==> src/dmv_pkg.sv <==
// Shared types and constants for the dense matrix-vector multiply block.
// No dependencies; used by the interfaces, the cells, the MAC unit and the top level.
`timescale 1ns / 1ps
`default_nettype none

package dmv_pkg;

  localparam int DATA_W = 32;
  localparam int FRAC_W = 16;
  localparam int OP_W = 2;
  localparam int POS_W = 4;
  localparam int CFG_IDX_W = 2;
  localparam int CFG_DATA_W = 8;
  localparam int DIM_W = 5;
  localparam int ITER_W = 8;

  typedef logic signed [DATA_W-1:0] word_t;

  localparam word_t WORD_MAX = {1'b0, {(DATA_W-1){1'b1}}};
  localparam word_t WORD_MIN = {1'b1, {(DATA_W-1){1'b0}}};

  // input opcodes
  localparam logic [OP_W-1:0] OP_LOAD_MATRIX = 2'd0;
  localparam logic [OP_W-1:0] OP_LOAD_VECTOR = 2'd1;
  localparam logic [OP_W-1:0] OP_START = 2'd2;

  // configuration register indexes
  localparam logic [CFG_IDX_W-1:0] REG_DIMENSION = 2'd0;
  localparam logic [CFG_IDX_W-1:0] REG_ITERATION_COUNT = 2'd1;

  localparam logic [DIM_W-1:0] DIM_RESET = 5'd16;
  localparam logic [ITER_W-1:0] ITER_RESET = 8'd1;

  typedef enum logic [1:0] {
    ST_IDLE,
    ST_CALC,
    ST_DRAIN,
    ST_EMIT
  } state_t;

  // control broadcast to every cell of the chain
  typedef struct packed {
    logic vec_load;
    logic work_init;
    logic work_copy;
    logic work_rot;
    logic res_shift;
  } cell_ctl_t;

  // one multiply-accumulate issue
  typedef struct packed {
    logic valid;
    logic first;
    logic last;
  } issue_t;

endpackage : dmv_pkg

`default_nettype wire

==> src/dmv_cell.sv <==
// One cell of the vector chain: loaded vector element, working element, result element.
// Depends on dmv_pkg. Neighbor and wrap-around data come from the top level.
`timescale 1ns / 1ps
`default_nettype none

module dmv_cell (
  input  logic               clk,
  input  logic               rst_n,
  input  dmv_pkg::cell_ctl_t ctl,
  input  logic               vec_sel,
  input  logic               active,
  input  logic               is_tail,
  input  dmv_pkg::word_t     vec_data,
  input  dmv_pkg::word_t     right_work,
  input  dmv_pkg::word_t     tail_work,
  input  dmv_pkg::word_t     right_res,
  input  dmv_pkg::word_t     tail_res,
  output dmv_pkg::word_t     work,
  output dmv_pkg::word_t     res
);

  dmv_pkg::word_t vec_r;
  dmv_pkg::word_t work_r;
  dmv_pkg::word_t res_r;

  always_ff @(posedge clk) begin
    if (ctl.vec_load && vec_sel) begin
      vec_r <= vec_data;
    end
  end

  always_ff @(posedge clk) begin
    priority if (ctl.work_init) begin
      work_r <= vec_r;
    end else if (ctl.work_copy) begin
      work_r <= res_r;
    end else if (ctl.work_rot && active) begin
      work_r <= is_tail ? tail_work : right_work;
    end else begin
      work_r <= work_r;
    end
  end

  // results start at zero and move one place toward the head per shift
  always_ff @(posedge clk) begin
    if (!rst_n) begin
      res_r <= '0;
    end else if (ctl.res_shift && active) begin
      res_r <= is_tail ? tail_res : right_res;
    end
  end

  assign work = work_r;
  assign res  = res_r;

endmodule : dmv_cell

`default_nettype wire

==> config.mk <==
export PLATFORM = sky130hd
export DESIGN_NAME = dmv_cell
export DESIGN_NICKNAME = d
export VERILOG_FILES = /design/src/dmv_pkg.sv /design/src/dmv_cell.sv
export SDC_FILE = /design/constraint.sdc
export NUM_CORES = 1
export LEC_CHECK = 0
export ABC_AREA = 1
export BUFFER_PORTS_ARGS = -buffer_cell sky130_fd_sc_hd__clkbuf_2
export CORE_ASPECT_RATIO = 1.25
export CORE_MARGIN = 1
export CORE_UTILIZATION = 51
export CTS_BUF_LIST = sky130_fd_sc_hd__clkbuf_4
export CTS_CLUSTER_SIZE = 28
export DETAILED_ROUTE_END_ITERATION = 8
export GPL_ROUTABILITY_DRIVEN = 0
export PLACE_DENSITY = 0.88
export SKIP_LAST_GASP = 1
export SYNTH_ARGS = -nofsm -noshare
export SYNTH_HDL_FRONTEND = slang
export SYNTH_SLANG_ARGS = --single-unit
==> constraint.sdc <==
create_clock -name clk -period 2.7 [get_ports clk]
set_input_delay 0.405 -clock clk [delete_from_list [all_inputs] [get_ports clk]]
set_output_delay 0.405 -clock clk [all_outputs]
set_load 0.01 [all_outputs]
==> metrics.txt, run 1 <==
status=finished clean; share of cells above drive strength 1=0.310; Routed WL=~13000 um; Buf/Inv on CP=1; Crit Path Max Fanout=1; number of gates resized after CTS=0; RSZ-0062 raised after global routing=false; CTS Sinks=96; RR Endpoint=work[15]; P&R area growth vs syn=30.5%; Worst Setup EP=work[17]; number of core rows=39; Nets=1011; syn avg cell area=between 7 and 8 sq um; Port Buffers=approximately 230; fmax=around 720 MHz; Final setup viols=0; die width=slightly below 90 um; H-Tree Level Count=3; required time of the critical path=about 2300 ps; CP Launch Type=flip-flop; HPWL after DPL=between 9000 and 10000 um; grt ovf=0; initial antenna violation count=0; Tmin final=about 1400 ps; cts hold-fix bufs=0; IO Count=~230; min-delay src=vec_data[18]; CTS tree=built; # diodes=0; relative slew slack=0.446; global-route wire length before repair=about 19000 um; Worst path depth=1; Yosys top cell by area=edfxtp_1; PD cells=approximately 540 nW/um^2; worst-margin pin slew=around 830 ps; most common cell in the netlist=nand2_1; Max IR drop VDD=between 0.3 and 0.4 mV; async set-or-reset flop fraction in the synthesized netlist=0; worst r2r src=vec_r[15]; Post-Syn Area=~4700 sq um; Max Cap Viol=0; WP data arrival=a little under 1000 ps; Worst Setup SP=work[17]; FF-to-FF path depth=2; die area=slightly below 10000 sq um; Fin. Hold Viols=0; Hold Crit Class=primary input to flip-flop; Slew Limit Fails=0; share of the synthesized area in the top cell type=0.405; Detailed Route Iter0 Violations=~330; Clock Latency Late Sink=between 400 and 500 ps; part of the Yosys area used for sequential elements=0.540; antenna-violating nets left=0; Leak=about 3.4 nW; root cell of the clock tree=clkbuf_4; CTS clk-pin slew, worst paths=160 ps; skew final=approximately 27 ps; initial core utilization=0.523; vias in the first global route=4299; crit share post-route=0.518; FILL cells=807; Core Util, Final=0.683; syn nets=between 700 and 800; main area contributors after synthesis=edfxtp_1 40%, nand2_1 18%, dfxtp_1 13%; drt wl/cell=between 10 and 15 um; maximum buffer depth of the clock tree=2; Crit Path Class=flip-flop to output pin; Post-Syn Instances=between 600 and 700; top post-synthesis cells by count=228 x nand2_1, 131 x inv_1, 96 x nand3_1; post-synthesis sequential element count=between 90 and 100; EDFF count, synth=between 60 and 70; die height=~110 um; drc violations=0; CTS Buf Count=9; Setup crit end kind=output pin; Yosys cell types=12; number of setup buffers added after CTS=0; largest net degree at the start of global routing=65; slowest CP cell=edfxtp_1; GRT Util Overall=0.262; setup TNS=0 ps; reg-to-reg setup timing slack=1830 ps; CP max stage delay=about 420 ps; CP delay by family, top=flip-flops; drt pass-1 iters=5; Synth Flop Type=edfxtp_1; yosys synthesis warning count=0; DR vias/cell=around 4.8; Vias=around 4600; Cell Chain, Critical Path=clkbuf_2; Core ar.=between 9000 and 10000 sq um
where the power goes:
group / switching, W / total, W / leakage (nW) / internal [W]
sequential: 0.0000568 / 0.00176 / 0.906 / 0.00170
combinational: 0.000318 / 0.000556 / 2.43 / 0.000237
clock: 0.000453 / 0.00102 / 0.104 / 0.000570
total: 0.000829 / 0.00334 / 3.44 / 0.00251
registers in the layout, summed over array words and instances, names as in the netlist:
signal	count
res	32
work	32
vec_r	32
per-layer routing:
metal / track usage / vias up / share of wire / wire length, um
met5: 0 / - / 0 / 0
li1: - / 2342 / - / -
met1: 0.297 / 2034 / 0.38 / 4790
met3: 0.0435 / 32 / 0.079 / 1000
met2: 0.475 / 241 / 0.51 / 6540
met4: 0.119 / 0 / 0.030 / 384
cell families (layout without fill, tap and decap cells):
kind of cell,count (synthesis),after routing,share of synthesized area
compound gates,32,32,0.0337
buf+inv,165,392,0.140
flops,96,96,0.540
simple gates,326,326,0.286
metrics by stage:
step                      setup WS [ps]  cells  hold slack (ps)  instance area [sq um]  total power, W
final                              1300    969              136                   6190         0.00334
after global routing               1250    969              109                   6190         0.00349
after CTS                          1260    969              111                   6190         0.00337
after detailed placement            921    953              523                   5990         0.00235
after global placement              988    953              512                   5990         0.00234
after floorplan                     812    619              504                   4750         0.00207
cell usage in the layout, fill, tap and decap left out, drive strengths merged:
cell      instances
clkbuf          243
nand2           228
inv             133
nand3            96
edfxtp           64
a21oi            32
dfxtp            32
buf              10
bufinv            4
nor2              2
clkinv            1
clkinvlp          1
final cells by class:
class / count / area [sq um] / area share
well taps: 123 / 154 / 0.0248
clock inverters: 6 / 131 / 0.0212
inverters: 133 / 499 / 0.0806
clock buffers: 10 / 75.1 / 0.0121
multi-input cells: 358 / 1520 / 0.245
flip-flops and latches: 96 / 2560 / 0.414
repair buffers: 243 / 1250 / 0.202
worst min-delay path by stage:
stage | to | cells after the start | slack, ps
global route | vec_r[25] | 1 | 110
finish | vec_r[18] | 1 | 140
global placement | work[30] | 2 | 510
CTS | vec_r[18] | 1 | 110
floorplan | vec_r[0] | 0 | 500
detailed placement | work[16] | 2 | 520
Power figures use the tool's default switching activity.
==> run 2: changes to the inputs <==
- CORE_UTILIZATION: 51 -> 48
- PLACE_DENSITY: 0.88 -> 0.83
- clock period: 2.7 -> 1.34 ns (I/O delays scaled with it)
==> metrics.txt, run 2 (synthesis results as in run 1) <==
Vias=4757 (+2.3%); die area=10300 sq um (+6.1%); CP Launch Type=flip-flop; Max IR drop VDD=0.570 mV (+73%); drc violations=0 (unchanged); worst slack at placement=-132 ps (-1050 ps); vias in the first global route=4375 (+1.8%); Detailed Route Iter0 Violations=215 (-35%); post-route setup slack=88.5 ps (-1210 ps); Hold Crit Class=primary input to flip-flop; required time of the critical path=1140 ps (-1160 ps); Setup crit end kind=output pin; CTS Sinks=96 (unchanged); number of setup buffers added after CTS=0 (unchanged); relative slew slack=0.452 (+0.00600); fmax=approximately 800 MHz; DR vias/cell=4.72 (-1.6%); leading cell type in the layout, fill and taps excluded=clkbuf_2; Max Cap Viol=0 (unchanged); Cell Chain, Critical Path=clkbuf_2; initial antenna violation count=1 (+1); cts hold-fix bufs=32 (+32); IO Count=234 (unchanged); drt pass-1 iters=4 (-1); share of cells above drive strength 1=0.303 (-0.00663); worst-margin pin slew=819 ps (-8.98 ps); Crit Path Class=flip-flop to output pin; CTS clk-pin slew, worst paths=130 ps (-30 ps); Final Power=0.00617 W (+85%); grt ovf=0 (unchanged); GRT Util Overall=0.259 (-0.00235); antenna-violating nets left=0 (unchanged); skew final=7.74 ps (-19.5 ps); HPWL after DPL=9260 um (-1.8%); CTS Buf Count=9 (unchanged); Leak=3.58 nW (+4.1%); crit share post-route=0.934; WP data arrival=1050 ps (+60 ps); number of core rows=40 (+2.6%); Nets=1046 (+3.5%); die width=91.0 um (+3.0%); Routed WL=13400 um (+5.4%); CP delay by family, top=flip-flops; Slew Limit Fails=0 (unchanged); Core Util, Final=0.679 (-0.00348); maximum buffer depth of the clock tree=2 (unchanged); largest net degree at the start of global routing=49 (-25%); RSZ-0062 raised after global routing=false; CP max stage delay=440 ps (+20 ps); status=finished clean; H-Tree Level Count=3 (unchanged); initial core utilization=0.494 (-0.0290); Crit Path Max Fanout=3 (+2); Final setup viols=0 (unchanged); PD cells=946 nW/um^2 (+75%); drt wl/cell=13.3 um (+1.3%); global-route wire length before repair=20400 um (+7.7%); root cell of the clock tree=clkbuf_4; Buf/Inv on CP=1 (unchanged); P&R area growth vs syn=37.5%; Core ar.=9610 sq um (+5.9%); Tmin final=approximately 1300 ps; slowest CP cell=dfxtp_1; commonest non-fill, non-tap cells in the layout=233 x clkbuf_2, 227 x nand2_1, 131 x inv_1; number of gates resized after CTS=0 (unchanged); Port Buffers=233 (unchanged); CTS tree=built; Clock Latency Late Sink=440 ps (about the same); Fin. Hold Viols=0 (unchanged); die height=113 um (+3.0%)
## run 2: power by group
part,total (W),internal (W),switching (W),leakage (nW)
clock network,0.00139,0.000509,0.000885,0.0729
logic,0.00124,0.000566,0.000674,2.60
registers,0.00354,0.00343,0.000107,0.906
## run 2: cell type report
type	count	area, sq um
Antenna cell	1	2.50
Clock buffer	15	113
Clock inverter	1	5.00
Fill cell	841	3080
Inverter	133	499
Multi-Input combinational cell	358	1530
Sequential cell	96	2560
Tap cell	126	158
Timing Repair Buffer	278	1660
## run 2: worst paths after layout
path | to | cells past startpoint | slack, ps | startpoint
max reg2reg | work[16] | 2 | 530 | vec_r[16]
max | res[31] | 1 | 90 | res[31]
min | res[19] | 5 | 50 | tail_res[19]
min reg2reg | res[15] | 4 | 550 | res[15]
## run 2: per-stage QoR
step                TNS (ps)  hold slack [ps]  cell area, sq um  std cells
floorplan                  0              300              4750        619
global placement        -787              379              6080        959
detailed placement     -2590              380              6080        959
CTS                        0             15.0              6520       1007
global route               0             49.9              6530       1008
finish                     0             49.0              6530       1008
## run 2: tightest hold or removal path: stages
cell and delay [ps]:
clkbuf_2 70, nand2_1 40, nand3_1 70, nand2_1 50
inv_1 40
## run 2: routing by layer
metal	vias to the layer above	routed length, um	global-route usage
met1	2104	5250	0.284
met4	0	415	0.143
li1	2417	-	-
met5	-	0	0
met2	204	6870	0.477
met3	32	862	0.0410
==> run 3: changes to the inputs <==
- ABC_AREA: 1 -> 0
==> metrics.txt, run 3 <==
status=finished clean; die area=10400 sq um (+0.90%); worst-margin pin slew=448 ps (-371 ps); EDFF count, synth=64 (unchanged); Max IR drop VDD=0.620 mV (+8.8%); HPWL after DPL=9280 um (+0.27%); Post-Syn Area=4790 sq um (+0.92%); Yosys top cell by area=edfxtp_1; leading cell type in the layout, fill and taps excluded=clkbuf_2; initial core utilization=0.496 (+0.00197); drt pass-1 iters=5 (+1); Slew Limit Fails=0 (unchanged); CTS Sinks=96 (unchanged); share of cells above drive strength 1=0.490 (+0.187); CTS clk-pin slew, worst paths=140 ps (about the same); grt ovf=0 (unchanged); async set-or-reset flop fraction in the synthesized netlist=0 (unchanged); post-synthesis sequential element count=96 (unchanged); vias in the first global route=4066 (-7.1%); IO Count=234 (unchanged); antenna-violating nets left=0 (unchanged); CTS Buf Count=9 (unchanged); Crit Path Class=flip-flop to output pin; number of gates resized after CTS=0 (unchanged); share of the synthesized area in the top cell type=0.401 (-0.00370); CP delay by family, top=flip-flops; H-Tree Level Count=3 (unchanged); die width=91.4 um (+0.45%); WP data arrival=1020 ps (-30 ps); Core ar.=9660 sq um (+0.52%); die height=114 um (+0.45%); Hold Crit Class=primary input to flip-flop; setup TNS=0 ps (unchanged); root cell of the clock tree=clkbuf_4; drc violations=0 (unchanged); Nets=789 (-25%); Core Util, Final=0.676 (-0.00274); CP Launch Type=flip-flop; initial antenna violation count=0 (-1); syn avg cell area=13.3 sq um (+73%); fmax=818 MHz (+2.4%); # diodes=0 (-1); Post-Syn Instances=361 (-42%); CTS tree=built; relative slew slack=0.701 (+0.249); number of core rows=40 (unchanged); RSZ-0062 raised after global routing=false; Port Buffers=233 (unchanged); Final setup viols=0 (unchanged); PD cells=988 nW/um^2 (+4.5%); syn nets=531 (-33%); Clock Latency Late Sink=440 ps (about the same); required time of the critical path=1140 ps (about the same); Tmin final=1220 ps (-29.1 ps); part of the Yosys area used for sequential elements=0.535 (-0.00493); main area contributors after synthesis=edfxtp_1 40%, dfxtp_1 13%, mux2i_1 13%; WHS=70.6 ps (+21.6 ps); largest net degree at the start of global routing=37 (-24%); Routed WL=13300 um (-0.76%); DR vias/cell=5.42 (+15%); Vias=4062 (-15%); drt wl/cell=17.7 um (+33%); Detailed Route Iter0 Violations=215 (unchanged); Buf/Inv on CP=1 (unchanged); P&R area growth vs syn=36.4%; Crit Path Max Fanout=1 (-2); yosys synthesis warning count=0 (unchanged); Fin. Hold Viols=0 (unchanged); global-route wire length before repair=20300 um (-0.50%); crit share post-route=0.912 (-0.0217); Yosys cell types=21 (+9); Max Cap Viol=0 (unchanged); maximum buffer depth of the clock tree=2 (unchanged); number of setup buffers added after CTS=0 (unchanged); slowest CP cell=edfxtp_1; Setup crit end kind=output pin; skew final=7.81 ps (+0.0750 ps); Cell Chain, Critical Path=clkbuf_2; Leak=3.00 nW (-16%); Synth Flop Type=edfxtp_1; GRT Util Overall=0.259 (-0.000556); CP max stage delay=440 ps (about the same); commonest non-fill, non-tap cells in the layout=231 x clkbuf_2, 64 x mux2i_1, 64 x edfxtp_1; top post-synthesis cells by count=64 x edfxtp_1, 64 x mux2i_1, 33 x inv_1
run 3: cell count changes after synthesis, sizes merged, moves of 2 or more:
cell	delta
nand2	-226
inv	-100
nand3	-96
mux2i	+64
a211oi	+32
a221oi	+32
nor3b	+32
buf	+6
clkbuf	-3
and2	+2
run 3: final cells by class:
class / instances / area [sq um]
Inverter: 33 / 124
Clock inverter: 5 / 47.5
Sequential cell: 96 / 2560
Timing Repair Buffer: 282 / 1730
Tap cell: 126 / 158
Multi-Input combinational cell: 197 / 1830
Fill cell: 719 / 3130
Clock buffer: 11 / 82.6
run 3: timing repair:
action / 4_1_cts / 5_1_grt
endpoints found under the hold margin: 32 / 0
endpoints found under the setup margin: 0 / 0
hold buffers: 32 / 0
run 3: logic make-up (layout without fill, tap and decap cells):
group | after synthesis | after routing | synth area share
compound gates | 96 | 96 | 0.189
buf+inv | 68 | 331 | 0.0867
flops | 96 | 96 | 0.535
mux | 64 | 64 | 0.134
simple gates | 37 | 37 | 0.0556
run 3: power breakdown:
| group | total [W] | switching, W | internal [W] |
|---|---|---|---|
| combinational | 0.00139 | 0.000701 | 0.000690 |
| clock | 0.00152 | 0.000923 | 0.000596 |
| sequential | 0.00354 | 0.000114 | 0.00343 |
| total | 0.00645 | 0.00174 | 0.00472 |
run 3: through the flow:
step / total power, W / worst slack, ps / cells / cell area [sq um]
3_3_place_gp: 0.00488 / 147 / 702 / 6080
4_1_cts: 0.00649 / 79.2 / 750 / 6530
2_1_floorplan: 0.00433 / 8.60 / 361 / 4800
3_5_place_dp: 0.00492 / 84.3 / 702 / 6080
5_1_grt: 0.00674 / 52.2 / 750 / 6530
6_report: 0.00645 / 118 / 750 / 6530
run 3: layer usage:
layer	global-route usage	vias to the layer above	wire length [um]
met2	0.464	203	6900
met3	0.0513	39	788
met1	0.296	1915	5160
li1	-	1905	-
met5	0	-	0
met4	0.124	0	458
run 3: worst paths after layout:
check | start | endpoint | slack [ps] | depth (start not counted)
min reg2reg | res[22] | res[22] | 550 | 2
max | work[19] | work[19] | 120 | 1
max reg2reg | res[11] | work[11] | 400 | 2
min | right_res[31] | res[31] | 70 | 3
